### config.mk
export PLATFORM = sky130hd
export DESIGN_NAME = stable_sorted_priority_queue
export DESIGN_NICKNAME = d
export VERILOG_FILES = /design/src/hw/rtl/sspq_pkg.sv /design/src/hw/rtl/sspq_cell.sv /design/src/hw/rtl/stable_sorted_priority_queue.sv
export VERILOG_INCLUDE_DIRS = /design/src /design/src/hw/rtl
export SDC_FILE = /design/constraint.sdc
export NUM_CORES = 1
export LEC_CHECK = 0
export ABC_CLOCK_PERIOD_IN_PS = 14200
export BUFFER_PORTS_ARGS = -buffer_cell sky130_fd_sc_hd__buf_2
export CAP_MARGIN = 20
export CORE_ASPECT_RATIO = 0.7
export CORE_MARGIN = 5
export CORE_UTILIZATION = 55
export DETAILED_ROUTE_END_ITERATION = 16
export HOLD_SLACK_MARGIN = 0.02
export MAX_ROUTING_LAYER = met4
export PLACE_DENSITY = 0.71
export RECOVER_POWER = 25
export SYNTH_ARGS = -nofsm -noshare
export SYNTH_HDL_FRONTEND = slang
export SYNTH_SLANG_ARGS = --single-unit
export TNS_END_PERCENT = 1
### constraint.sdc
create_clock -name clock -period 14.2 [get_ports clock]
set_input_delay 2.84 -clock clock [delete_from_list [all_inputs] [get_ports clock]]
set_output_delay 2.84 -clock clock [all_outputs]
set_load 0.1 [all_outputs]
### src/hw/rtl/assert_macros.svh
// assertion macros used by the queue top level
`ifndef ASSERT_MACROS_SVH
`define ASSERT_MACROS_SVH

// clocked check, switched off while reset is high
`define ASSERT_CLK(label, clk, rst, prop, msg) \
   label: assert property (@(posedge clk) disable iff (rst) (prop)) else $error(msg);

// clocked check that also holds during reset
`define ASSERT_CLK_ALWAYS(label, clk, prop, msg) \
   label: assert property (@(posedge clk) (prop)) else $error(msg);

`endif

### src/hw/rtl/sspq_pkg.sv
// types and constants of the stable sorted priority queue
package sspq_pkg;

   // number of slots in the chain
   localparam int unsigned DEPTH = 16;
   localparam int unsigned COUNT_WIDTH = $clog2(DEPTH + 1);

   // request mode codes
   localparam logic MODE_INSERT = 1'b0;
   localparam logic MODE_POP    = 1'b1;

   // result status codes
   typedef enum logic [1:0] {
      STATUS_DONE  = 2'd0,
      STATUS_EMPTY = 2'd1,
      STATUS_FULL  = 2'd2
   } status_type;

   // one stored entry
   typedef struct packed {
      logic [7:0]  key;
      logic [15:0] ident;
      logic [7:0]  aux;
   } entry_type;

   // command broadcast to every cell
   typedef struct packed {
      logic      insert_en;
      logic      pop_en;
      entry_type new_entry;
   } cmd_type;

endpackage

### src/hw/rtl/sspq_cell.sv
// one slot of the sorted chain with its compare and shift selection
module sspq_cell (
   input  logic               clock,
   input  sspq_pkg::cmd_type  cmd,
   input  logic               occupied,
   input  sspq_pkg::entry_type left_entry,
   input  logic               left_le,
   input  sspq_pkg::entry_type right_entry,
   output sspq_pkg::entry_type slot_entry,
   output logic               le
);
   import sspq_pkg::*;

   entry_type slot_ff;

   // stored key is not above the incoming key, so this slot stays put
   assign le = occupied && (slot_ff.key <= cmd.new_entry.key);
   assign slot_entry = slot_ff;

   // keep, take the new entry, or shift from a neighbour
   always_ff @(posedge clock) begin
      if (cmd.insert_en) begin
         if (le) begin
            slot_ff <= slot_ff;
         end else if (left_le) begin
            slot_ff <= cmd.new_entry;
         end else begin
            slot_ff <= left_entry;
         end
      end else if (cmd.pop_en) begin
         slot_ff <= right_entry;
      end
   end

endmodule

### src/hw/rtl/stable_sorted_priority_queue.sv
// top level of the stable sorted priority queue: cell chain, count and result register
//
//   channel | direction | ports
//   req     | in        | req_valid, req_ready, req_mode, req_entry_key/ident/aux
//   rsp     | out       | rsp_valid, rsp_ready, rsp_status, rsp_head_key/ident/aux,
//           |           | rsp_occupancy
//
// all cells compare against the new key in parallel and shift at the edge that accepts
// the item; the result is registered in the output register at that same edge.
// a new item is accepted while the output register is empty or being emptied.
// reset clears the entry count and the output valid; slot contents are not reset.
// a stalled result holds the request side until it is taken.
`include "assert_macros.svh"

module stable_sorted_priority_queue (
   input  logic        clock,
   input  logic        reset,
   input  logic        req_valid,
   output logic        req_ready,
   input  logic        req_mode,
   input  logic [7:0]  req_entry_key,
   input  logic [15:0] req_entry_ident,
   input  logic [7:0]  req_entry_aux,
   output logic        rsp_valid,
   input  logic        rsp_ready,
   output logic [1:0]  rsp_status,
   output logic [7:0]  rsp_head_key,
   output logic [15:0] rsp_head_ident,
   output logic [7:0]  rsp_head_aux,
   output logic [4:0]  rsp_occupancy
);
   import sspq_pkg::*;

   logic [COUNT_WIDTH-1:0] count_ff;
   logic [COUNT_WIDTH-1:0] count_in;
   logic                   rsp_valid_ff;
   logic                   rsp_valid_in;
   status_type             status_ff;
   status_type             status_in;
   entry_type              head_ff;
   entry_type              head_in;
   logic [4:0]             occupancy_ff;

   logic      req_fire;
   logic      is_full;
   logic      is_empty;
   cmd_type   cmd;

   logic [DEPTH-1:0] occupied;
   logic [DEPTH-1:0] le;
   entry_type        slots [DEPTH];

   // handshake
   assign req_ready = !rsp_valid_ff || rsp_ready;
   assign req_fire  = req_valid && req_ready;
   assign is_full   = (count_ff == COUNT_WIDTH'(DEPTH));
   assign is_empty  = (count_ff == '0);

   // command to the chain
   assign cmd.insert_en       = req_fire && (req_mode == MODE_INSERT) && !is_full;
   assign cmd.pop_en          = req_fire && (req_mode == MODE_POP) && !is_empty;
   assign cmd.new_entry.key   = req_entry_key;
   assign cmd.new_entry.ident = req_entry_ident;
   assign cmd.new_entry.aux   = req_entry_aux;

   // chain of cells
   for (genvar i = 0; i < DEPTH; i++) begin : g_cell
      entry_type left_entry;
      entry_type right_entry;
      logic      left_le;

      assign occupied[i] = (count_ff > COUNT_WIDTH'(i));

      if (i == 0) begin : g_first
         assign left_entry = cmd.new_entry;
         assign left_le    = 1'b1;
      end else begin : g_inner
         assign left_entry = slots[i-1];
         assign left_le    = le[i-1];
      end

      if (i == DEPTH - 1) begin : g_last
         assign right_entry = slots[i];
      end else begin : g_mid
         assign right_entry = slots[i+1];
      end

      sspq_cell u_cell (
         .clock       (clock),
         .cmd         (cmd),
         .occupied    (occupied[i]),
         .left_entry  (left_entry),
         .left_le     (left_le),
         .right_entry (right_entry),
         .slot_entry  (slots[i]),
         .le          (le[i])
      );
   end

   // count and result selection
   always_comb begin
      count_in     = count_ff;
      rsp_valid_in = rsp_valid_ff && !rsp_ready;
      status_in    = STATUS_DONE;
      head_in      = '0;
      if (req_fire) begin
         rsp_valid_in = 1'b1;
         if (req_mode == MODE_INSERT) begin
            if (is_full) begin
               status_in = STATUS_FULL;
            end else begin
               count_in = count_ff + 1'b1;
            end
         end else begin
            if (is_empty) begin
               status_in = STATUS_EMPTY;
            end else begin
               head_in  = slots[0];
               count_in = count_ff - 1'b1;
            end
         end
      end
   end

   // control registers
   always_ff @(posedge clock) begin
      if (reset) begin
         count_ff     <= '0;
         rsp_valid_ff <= 1'b0;
      end else begin
         count_ff     <= count_in;
         rsp_valid_ff <= rsp_valid_in;
      end
   end

   // result payload register
   always_ff @(posedge clock) begin
      if (req_fire) begin
         status_ff    <= status_in;
         head_ff      <= head_in;
         occupancy_ff <= 5'(count_in);
      end
   end

   assign rsp_valid      = rsp_valid_ff;
   assign rsp_status     = status_ff;
   assign rsp_head_key   = head_ff.key;
   assign rsp_head_ident = head_ff.ident;
   assign rsp_head_aux   = head_ff.aux;
   assign rsp_occupancy  = occupancy_ff;

   // checks
   `ASSERT_CLK(a_count_bound, clock, reset, count_ff <= COUNT_WIDTH'(DEPTH), "count above depth")
   `ASSERT_CLK(a_full_reject, clock, reset, (req_fire && (req_mode == MODE_INSERT) && is_full) |=> (status_ff == STATUS_FULL && count_ff == $past(count_ff)), "full insert not rejected")
   `ASSERT_CLK(a_pop_count, clock, reset, (req_fire && (req_mode == MODE_POP) && !is_empty) |=> (count_ff == $past(count_ff) - 1'b1), "pop did not lower count")
   `ASSERT_CLK(a_zero_head, clock, reset, (rsp_valid_ff && (status_ff != STATUS_DONE)) |-> (head_ff == '0), "head fields not zero on error status")

endmodule

After elaboration in Yosys (flattened, before gate mapping)
Cells that the tools add are included.
Cells by class
  add/sub/neg operators: 2
  order comparisons: 32
  eq/ne operators: 16
  muxes and demuxes: 68
  bitwise gates (word level): 2
  reduce and logical (&&, ||, !) cells: 46
Operators by type and width (number)
  32-bit two-way mux: 60
  8-bit <= comparator: 16
  5-bit by 4-bit greater-than comparator with 1-bit output (second input constant): 8
  2-bit AND reduction: 16
  2-bit != test (second input constant): 15
  1-bit logical AND: 22
  5-bit by 3-bit greater-than comparator with 1-bit output (second input constant): 4
  5-bit two-way mux: 4
  5-bit by 1-bit greater-than comparator with 1-bit output (second input constant): 2
  5-bit by 2-bit greater-than comparator with 1-bit output (second input constant): 2
  5-bit by 1-bit adder with 5-bit output (second input constant): 1
  5-bit == test (second input constant): 1
  5-bit zero test: 1
  5-bit by 1-bit subtractor with 5-bit output (second input constant): 1
  1-bit zero test: 4
  2-bit two-way mux: 2
  1-bit two-way mux: 2
  1-bit inverter: 2
  2-bit nonzero test: 1
  2-bit OR reduction: 1
  1-bit logical OR: 1
Word-level totals
  register bits: 557
  input bits: 37
  word-level logic and storage cells: 221

Longest topological paths before layout
Gate-level depths: netlist (run 1).
  depth after elaboration: 7
  gate-level depth with buffers: 10
  depth with buffers taken out: 8

Modules after synthesis
From an unflattened synthesis (run 1), not the netlist that was laid out.
Unflattened totals
  cells, all modules: 2932
  area total of the unflattened synthesis: 32388.6 µm²
By module, submodules not included
  sspq_cell: instances 16, cells an instance 172, area each 1893.1 µm²
  stable_sorted_priority_queue: instances 1, cells an instance 180, area each 2099.5 µm²

Worst setup path after synthesis (run 1)
Ideal clock, no wire load.
  path kind: input port to flip-flop
  start point: input port rsp_ready
  end point: register g_cell[11].u_cell.slot_ff (netlist bit g_cell[11].u_cell.slot_entry[0]), enable pin
  setup time: 0.466 ns
  data arrival time: 7.310 ns
  required time: 13.734 ns
  slack: 6.424 ns
  stages on the path: 6
  path buffers: 1
  cell sequence: nand2b_1 > nand2_1 > inv_2 > nand2_2 > clkbuf_1 > o21ai_0
Between the ends
  word-level cells in the longest chain between the ends: 6
  elaborated cells on any way between the ends: 9
  classes of those cells: eq/ne: 1; reduce/logical: 8
RTL lines
  from (decl): line stable_sorted_priority_queue.sv:25  | input logic rsp_ready,
  1-bit logical OR *: line stable_sorted_priority_queue.sv:54  | assign req_ready = !rsp_valid_ff || rsp_ready;
  1-bit logical AND *: line stable_sorted_priority_queue.sv:55  | assign req_fire = req_valid && req_ready;
  via req_fire: line stable_sorted_priority_queue.sv:44  | logic req_fire;
  1-bit logical AND (on tied branches) (2 in a row): line stable_sorted_priority_queue.sv:60, stable_sorted_priority_queue.sv:61
  2-bit != test (no source line) or 2-bit nonzero test (tied branches)
  2-bit AND reduction (no source line) *
  to (signal assigned): line sspq_cell.sv:26  | slot_ff <= cmd.new_entry;
  to (signal assigned): line sspq_cell.sv:28  | slot_ff <= left_entry;
  to (signal assigned): line sspq_cell.sv:31  | slot_ff <= right_entry;
  to (decl): line sspq_cell.sv:14  | entry_type slot_ff;
The timed path passes the listed nets; every way through them passes the cells marked *.
A chain may end at the register's enable or synchronous reset.

Worst setup path after layout (run 1)
  start point: input port req_mode
  end point: register g_cell[11].u_cell.slot_ff (netlist bit g_cell[11].u_cell.slot_entry[25]), data pin
Between the ends
  word-level cells in the longest chain between the ends: 4
RTL lines
  from (decl): line stable_sorted_priority_queue.sv:20  | input logic req_mode,
  1-bit inverter (no source line)
  1-bit logical AND (2 in a row): line stable_sorted_priority_queue.sv:60  | assign cmd.insert_en = req_fire && (req_mode == MODE_INSERT) && !is_full;
  32-bit two-way mux: line sspq_cell.sv:22  | if (cmd.insert_en) begin
  to (signal assigned): line sspq_cell.sv:24  | slot_ff <= slot_ff;
  to (signal assigned): line sspq_cell.sv:26
  to (signal assigned): line sspq_cell.sv:28
Every way passes these cells.

==> impl_results.md, run 1 <==
* Setup crit end: g_cell[11].u_cell.slot_entry[25]
* Fraction of power consumed by sequential logic at 45.1%
* Final ANT Viol Nets at 0
* Fraction of registers with async set or reset after synthesis at 0%
* Area overhead of the layout relative to synthesis at 8.49%
* Number of hold-slack violations in the final timing report at 0
* Number of H-tree branching levels at 2
* Die W at 292 um
* Critical Path Start: req_mode
* Number of max-capacitance violations reported at 16
* Cell area after synthesis at 30700 um^2
* Worst hold-check path type: flop to flop
* Worst path arrival time at 9300 ps
* Routed WL at 76000 um
* Worst skew pair latency at 620 ps
* Worst setup path class: primary input to flop
* Most common cell after layout, fill and taps aside: edfxtp_1
* Overall Global Routing Usage at 24.9%
* Required arrival time at the worst endpoint at 14420 ps
* Effective utilization at floorplan at 55.5%
* Master of the slowest instance on the critical path: clkbuf_1
* Sw frac at 31.8%
* Share of total power in combinational logic at 25.1%
* IO Port Bufs at 77
* Part of the total power dissipated in the clock network at 29.8%
* Slew at the pin closest to its max-slew limit at 4090 ps
* First-pass GRT wire length at 118000 um
* Clock Sink Count at 557
* Clock slew at the register clock pins of the worst setup and hold paths at 60 ps
* Reg2reg path depth at 8
* CP Cell Sequence: clkbuf_1 > a31oi_1 > nand2_8 > clkbuf_1 > clkbuf_1 > o21ai_0
* Flip-flop cell with the highest count after synthesis: edfxtp_1
* Net count after synthesis at 2866
* Flip-flop and latch count after synthesis at 557
* Number of top-level pins at 78
* Pwr per Cell Area at 158 nW/um^2
* Per-cell via count in the routed design at 6.10
* FF-to-FF Start: count_ff[1]
* Number of flops mapped to enable cells by yosys at 551
* Largest net degree at the start of global routing at 289
* Final TNS setup at 0 ps
* Status: complete, but fails checks
* Static leakage power at 12.4 nW
* Tmin final at 9080 ps
* Most frequent cell on the critical path: clkbuf_1
* Floorplan row count at 72
* Violated checks: max-capacitance violations, max-slew violations
* Setup crit start kind: primary input
* Cell Int Power at 3.58 mW
* CTS Hold Bufs at 0
* Initial antenna violation count at 2
* Detailed Place HPWL at 48900 um
* Number of nets in the finished design at 2846
* Vias in the first global route at 19.6k
* Chip Height at 208 um
* Gate count of the mapped netlist at 2695
* Count of unresolved DRC violations after routing at 0
* RSZ-0062 raised after global routing: false
* Via count at 21.1k
* Reg-to-reg endpoint: g_cell[0].u_cell.slot_entry[0]
* Worst-case clock buffer depth at 3
* Most used cells in the layout excluding fill and tap cells: edfxtp_1 (551), nand2_1 (449), mux2i_1 (449), o21ai_0 (229)
* Yosys top cell by area: edfxtp_1
* Net load switching power at 1.67 mW
* Library cells used by synthesis at 54
* Detailed Routing Iterations Pass 1 at 6
* Final Max Slew Viols at 800
* Gpl congestion at 0.862
* Capturing element type of the critical path: flop
* # fillers at 4363
* Delay of the slowest cell on the worst path at 2220 ps
* Syn. warnings at 0
* Hold Startpoint: g_cell[15].u_cell.slot_entry[11]
* Most area-consuming cells after synthesis: edfxtp_1 (54%), mux2i_1 (15%), nand2_1 (5.5%), ha_1 (5.5%), o21ai_1 (3.2%)
* CTS tree: done
* Max Clock Skew at 25.9 ps
* Routed wire per std cell at 22.0 um
* Die ar. at 60700 um^2
* Share of final-layout standard cells stronger than drive strength 1 at 7.69%
* Ratio of final minimum period to clock period at 63.9%
* Worst-path maximum fanout at 155
* Slew headroom at -173%
* Avg Cell Area, Syn at 11.4 um^2
* Peak ir drop on the vdd network at 0.0960 mV
* Total Power at 5.25 mW
* Std-Cell Core Area at 55200 um^2
* Number of setup buffers added after CTS at 0
* Max Clock Freq at 110 MHz
* Fraction of the yosys area taken by sequential cells at 54.3%
* Iter 0 DRT Violations at 2511
* Number of setup violations in the final report at 0
* Share of the synthesized area in the top cell type at 53.9%
* Resize count post-CTS at 0
* Total CTS buffers at 56
* Remaining Overflow, GRT at 0
* FF-to-FF setup slack at 7290 ps
* Cell at the root of the clock tree: clkbuf_16
[flip-flops by register name (all words and copies together), names as in the netlist]
name	count
count_ff	5
rsp_status	2
rsp_head_ident	16
rsp_head_aux	8
rsp_head_key	8
g_cell.u_cell.slot_entry	512
rsp_valid	1
rsp_occupancy	5
[per-stage QoR]
| step | cells | utilization (%) | instance area, um^2 | hold slack, ps | setup WS [ps] |
|---|---|---|---|---|---|
| after global placement | 3351 | 56.8 | 31400 | 511 | 6720 |
| final | 3460 | 60.3 | 33300 | 528 | 5120 |
| after global routing | 3460 | 60.3 | 33300 | 557 | 4480 |
| after detailed placement | 3352 | 56.8 | 31400 | 512 | 6620 |
| after CTS | 3453 | 60.3 | 33300 | 528 | 7270 |
| after floorplan | 2695 | - | 30700 | 496 | 6420 |
[area by class of cell]
class                      instances  area (um^2)  share of cell area, %
timing repair buffer             119          681                   2.05
clock buffer                      68         1470                   4.41
sequential                       557        16700                   50.1
inverter                          31          116                  0.350
clock inverter                    33          437                   1.31
multi-input combinational       1910        13000                   39.0
antenna                            2         5.00                 0.0150
tap                              740          926                   2.78
[how the worst min path moves through the flow]
stage / endpoint / slack (ps) / cells after the start
2_1_floorplan: g_cell[14].u_cell.slot_entry[0] / 500 / 2
3_3_place_gp: g_cell[14].u_cell.slot_entry[15] / 510 / 2
3_5_place_dp: rsp_valid / 510 / 2
4_1_cts: g_cell[14].u_cell.slot_entry[11] / 530 / 2
5_1_grt: g_cell[14].u_cell.slot_entry[19] / 560 / 2
6_report: g_cell[14].u_cell.slot_entry[11] / 530 / 2
[routing by layer]
metal	part of all wire (%)	global-route usage [%]	routed length, um
met4	1.4	4.34	1090
met5	0	-	0
met3	10	4.55	7900
met1	48	40.6	36800
met2	40	32.5	30200
[synthesized netlist by cell type (all sizes together), types with 31 or more instances]
library cell,instances
a21oi,145
and3,32
buf,143
clkbuf,54
edfxtp,551
ha,134
inv,31
mux2,32
mux2i,449
nand2,450
nor2,120
o21ai,388
[power groups by stage]
stage          registers [mW]  logic (mW)  clock network (mW)
2_1_floorplan            2.43       0.893                   0
3_3_place_gp             2.38        1.24                   0
3_5_place_dp             2.38        1.28                   0
4_1_cts                  2.36        1.28                1.58
5_1_grt                  2.39        1.44                1.65
6_report                 2.37        1.32                1.57
[kinds of logic (layout without fill, tap and decap cells)]
| logic type | count (synthesis) | in the layout | synth area share [%] |
|---|---|---|---|
| compound gates | 597 | 597 | 10.6 |
| xor+xnor | 2 | 2 | 0.0571 |
| fa+ha+maj | 134 | 134 | 5.47 |
| buf+inv | 228 | 251 | 3.90 |
| flops | 557 | 557 | 54.3 |
| mux | 481 | 481 | 15.8 |
| other cells | 0 | 2 | 0 |
| simple gates | 696 | 696 | 9.85 |
[critical path: cells and delay by family]
family,cells,cell delay [ps]
AND/OR/NAND/NOR,1,720
AO/OA/AOI/OAI,2,910
buffers and inverters,3,4760
(Power assumes the default switching activity.)
==> run 2, diff against run 1 <==
- ABC_CLOCK_PERIOD_IN_PS: 14200 -> 7400
- PLACE_DENSITY: 0.71 -> 0.73
- clock period: 14.2 -> 7.4 ns (I/O delays scaled with it)
==> run 2 against run 1 <==
Sequential share of layout area up 0.25 points. Cell count fell by 0.14%. Clock skew decreased by 8.4 ps. Routed wire length up 0.45%. Hold slack better by 2.4 ps. Final area down 0.50%. Critical path depth fell by 1. The flow still finishes with violations (max-capacitance violations, max-slew violations). Non-clock buffer count down 6. Worst setup slack got worse by 3500 ps.
==> impl_results.md, run 2 (synthesis results as in run 1) <==
* Max FFs per register at 512 (unchanged)
* Number of top-level pins at 78 (unchanged)
* Pre-CTS setup slack at 1920 ps (was 6620 ps)
* Vias in the first global route at 19.9k (was 19.6k)
* Number of hold-slack violations in the final timing report at 0 (unchanged)
* Share of final-layout standard cells stronger than drive strength 1 at 7.89% (was 7.69%)
* Floorplan row count at 72 (unchanged)
* Area overhead of the layout relative to synthesis at 7.95% (was 8.49%)
* Effective utilization at floorplan at 55.5% (unchanged)
* Detailed Routing Iterations Pass 1 at 6 (unchanged)
* Required arrival time at the worst endpoint at 7620 ps (was 14420 ps)
* Max Clock Skew at 17.5 ps (was 25.9 ps)
* Worst skew pair latency at 620 ps (about the same)
* Net load switching power at 3.17 mW (was 1.67 mW)
* Worst path arrival time at 6000 ps (was 9300 ps)
* Worst-case clock buffer depth at 3 (unchanged)
* Remaining Overflow, GRT at 0 (unchanged)
* Die W at 292 um (unchanged)
* Number of nets in the finished design at 2839 (was 2846)
* Part of the total power dissipated in the clock network at 28.4% (was 29.8%)
* Peak ir drop on the vdd network at 0.192 mV (was 0.0960 mV)
* Initial antenna violation count at 2 (unchanged)
* Std-Cell Core Area at 55200 um^2 (unchanged)
* Reg2reg path depth at 6 (was 8)
* Minimum setup slack in the final design at 1620 ps (was 5120 ps)
* Total CTS buffers at 55 (was 56)
* Iter 0 DRT Violations at 2785 (was 2511)
* Sw frac at 32.3% (was 31.8%)
* Final design instance area without fill at 33100 um^2 (was 33300 um^2)
* Gpl congestion at 0.921 (was 0.862)
* Status: complete, but fails checks (unchanged)
* CTS tree: done (unchanged)
* Final Max Slew Viols at 255 (was 800)
* Largest net degree at the start of global routing at 221 (was 289)
* Cell at the root of the clock tree: clkbuf_16 (unchanged)
* Slew at the pin closest to its max-slew limit at 2790 ps (was 4090 ps)
* Tmin final at 5780 ps
* FF-to-FF setup slack at 2380 ps (was 7290 ps)
* Worst setup path class: primary input to flop (unchanged)
* Die ar. at 60700 um^2 (unchanged)
* Number of setup violations in the final report at 0 (unchanged)
* Clock slew at the register clock pins of the worst setup and hold paths at 60 ps (about the same)
* DP Area at 31400 um^2 (about the same)
* Share of total power in combinational logic at 25.1% (about the same)
* Ratio of final minimum period to clock period at 78.1%
* Routed WL at 76300 um (was 76000 um)
* Setup crit start kind: primary input (unchanged)
* Per-cell via count in the routed design at 6.16 (was 6.10)
* Most used cells in the layout excluding fill and tap cells: edfxtp_1 (551), nand2_1 (449), mux2i_1 (449), o21ai_0 (208), o21ai_1 (167) (was edfxtp_1 (551), nand2_1 (449), mux2i_1 (449), o21ai_0 (229))
* Count of unresolved DRC violations after routing at 0 (unchanged)
* Static leakage power at 12.3 nW (was 12.4 nW)
* Capturing element type of the critical path: flop (unchanged)
* Chip Height at 208 um (unchanged)
* Clock Sink Count at 557 (unchanged)
* Number of max-capacitance violations reported at 5 (was 16)
* First-pass GRT wire length at 119000 um (was 118000 um)
* Cell Int Power at 6.63 mW (was 3.58 mW)
* CTS Hold Bufs at 0 (unchanged)
* Max Clock Freq at 173 MHz
* Resize count post-CTS at 0 (unchanged)
* Number of setup buffers added after CTS at 0 (unchanged)
* Total Power at 9.79 mW (was 5.25 mW)
* Detailed Place HPWL at 50800 um (was 48900 um)
* RSZ-0062 raised after global routing: false (unchanged)
* Overall Global Routing Usage at 25.1% (was 24.9%)
* Worst-path maximum fanout at 44 (was 155)
* Final ANT Viol Nets at 0 (unchanged)
* Number of H-tree branching levels at 2 (unchanged)
* Via count at 21.3k (was 21.1k)
* Pwr per Cell Area at 296 nW/um^2 (was 158 nW/um^2)
* Slew headroom at -86.9% (was -173%)
* Violated checks: max-capacitance violations, max-slew violations (unchanged)
* Worst hold-check path type: flop to flop (unchanged)
* Final TNS setup at 0 ps (unchanged)
* Fraction of power consumed by sequential logic at 46.5% (was 45.1%)
* Most common cell after layout, fill and taps aside: edfxtp_1 (unchanged)
* Hold path depth at 2 (unchanged)
* Routed wire per std cell at 22.1 um (was 22.0 um)
* IO Port Bufs at 77 (unchanged)
## run 2: changes by cell type in the layout (fill, tap and decap cells not counted), sizes merged
| cell | previous run | this run |
|---|---|---|
| clkbuf | 124 | 113 |
| buf | 63 | 68 |
| bufinv | 10 | 5 |
| clkinv | 20 | 25 |
| clkinvlp | 1 | 3 |
| inv | 33 | 32 |
## run 2: critical path, cell delays in order
cell and delay (ps):
clkbuf_1 670, a31o_2 520, nor2_1 2030, a22o_1 390, clkbuf_2 870
## run 2: layout make-up
| cell class | instances | area, um^2 |
|---|---|---|
| clock buffers | 68 | 1450 |
| multi-input cells | 1910 | 13000 |
| fillers | 4398 | 22100 |
| inverters | 31 | 116 |
| well taps | 740 | 926 |
| diodes | 2 | 5.00 |
| flip-flops and latches | 557 | 16700 |
| repair buffers | 113 | 682 |
| clock inverters | 34 | 302 |
## run 2: stage by stage
step | std cells | util, % | hold slack (ps)
CTS | 3452 | 60.1 | 532
finish | 3455 | 60.0 | 531
detailed placement | 3350 | 56.9 | 513
global placement | 3346 | 56.8 | 507
global route | 3455 | 60.0 | 561
floorplan | 2695 | - | 496
## run 2: routing by layer
metal / global-route usage [%] / vias up / routed length [um]
met5: - / - / 0
met4: 5.58 / 0 / 1520
met3: 3.90 / 110 / 7870
met2: 32.6 / 1042 / 30500
met1: 40.9 / 10200 / 36500
li1: - / 9881 / -
## run 2: worst paths after layout
kind,startpoint,endpoint
max,req_mode,g_cell[14].u_cell.slot_entry[18]
min,g_cell[15].u_cell.slot_entry[11],g_cell[14].u_cell.slot_entry[11]
max reg2reg,count_ff[1],g_cell[14].u_cell.slot_entry[18]
min reg2reg,g_cell[15].u_cell.slot_entry[11],g_cell[14].u_cell.slot_entry[11]
## run 2: power groups by stage
| stage | registers (mW) | logic [mW] | clock network (mW) |
|---|---|---|---|
| 3_3_place_gp | 4.59 | 2.32 | 0 |
| 3_5_place_dp | 4.59 | 2.45 | 0 |
| 6_report | 4.55 | 2.46 | 2.79 |
| 2_1_floorplan | 4.65 | 1.71 | 0 |
| 5_1_grt | 4.60 | 2.69 | 2.95 |
| 4_1_cts | 4.54 | 2.45 | 2.82 |
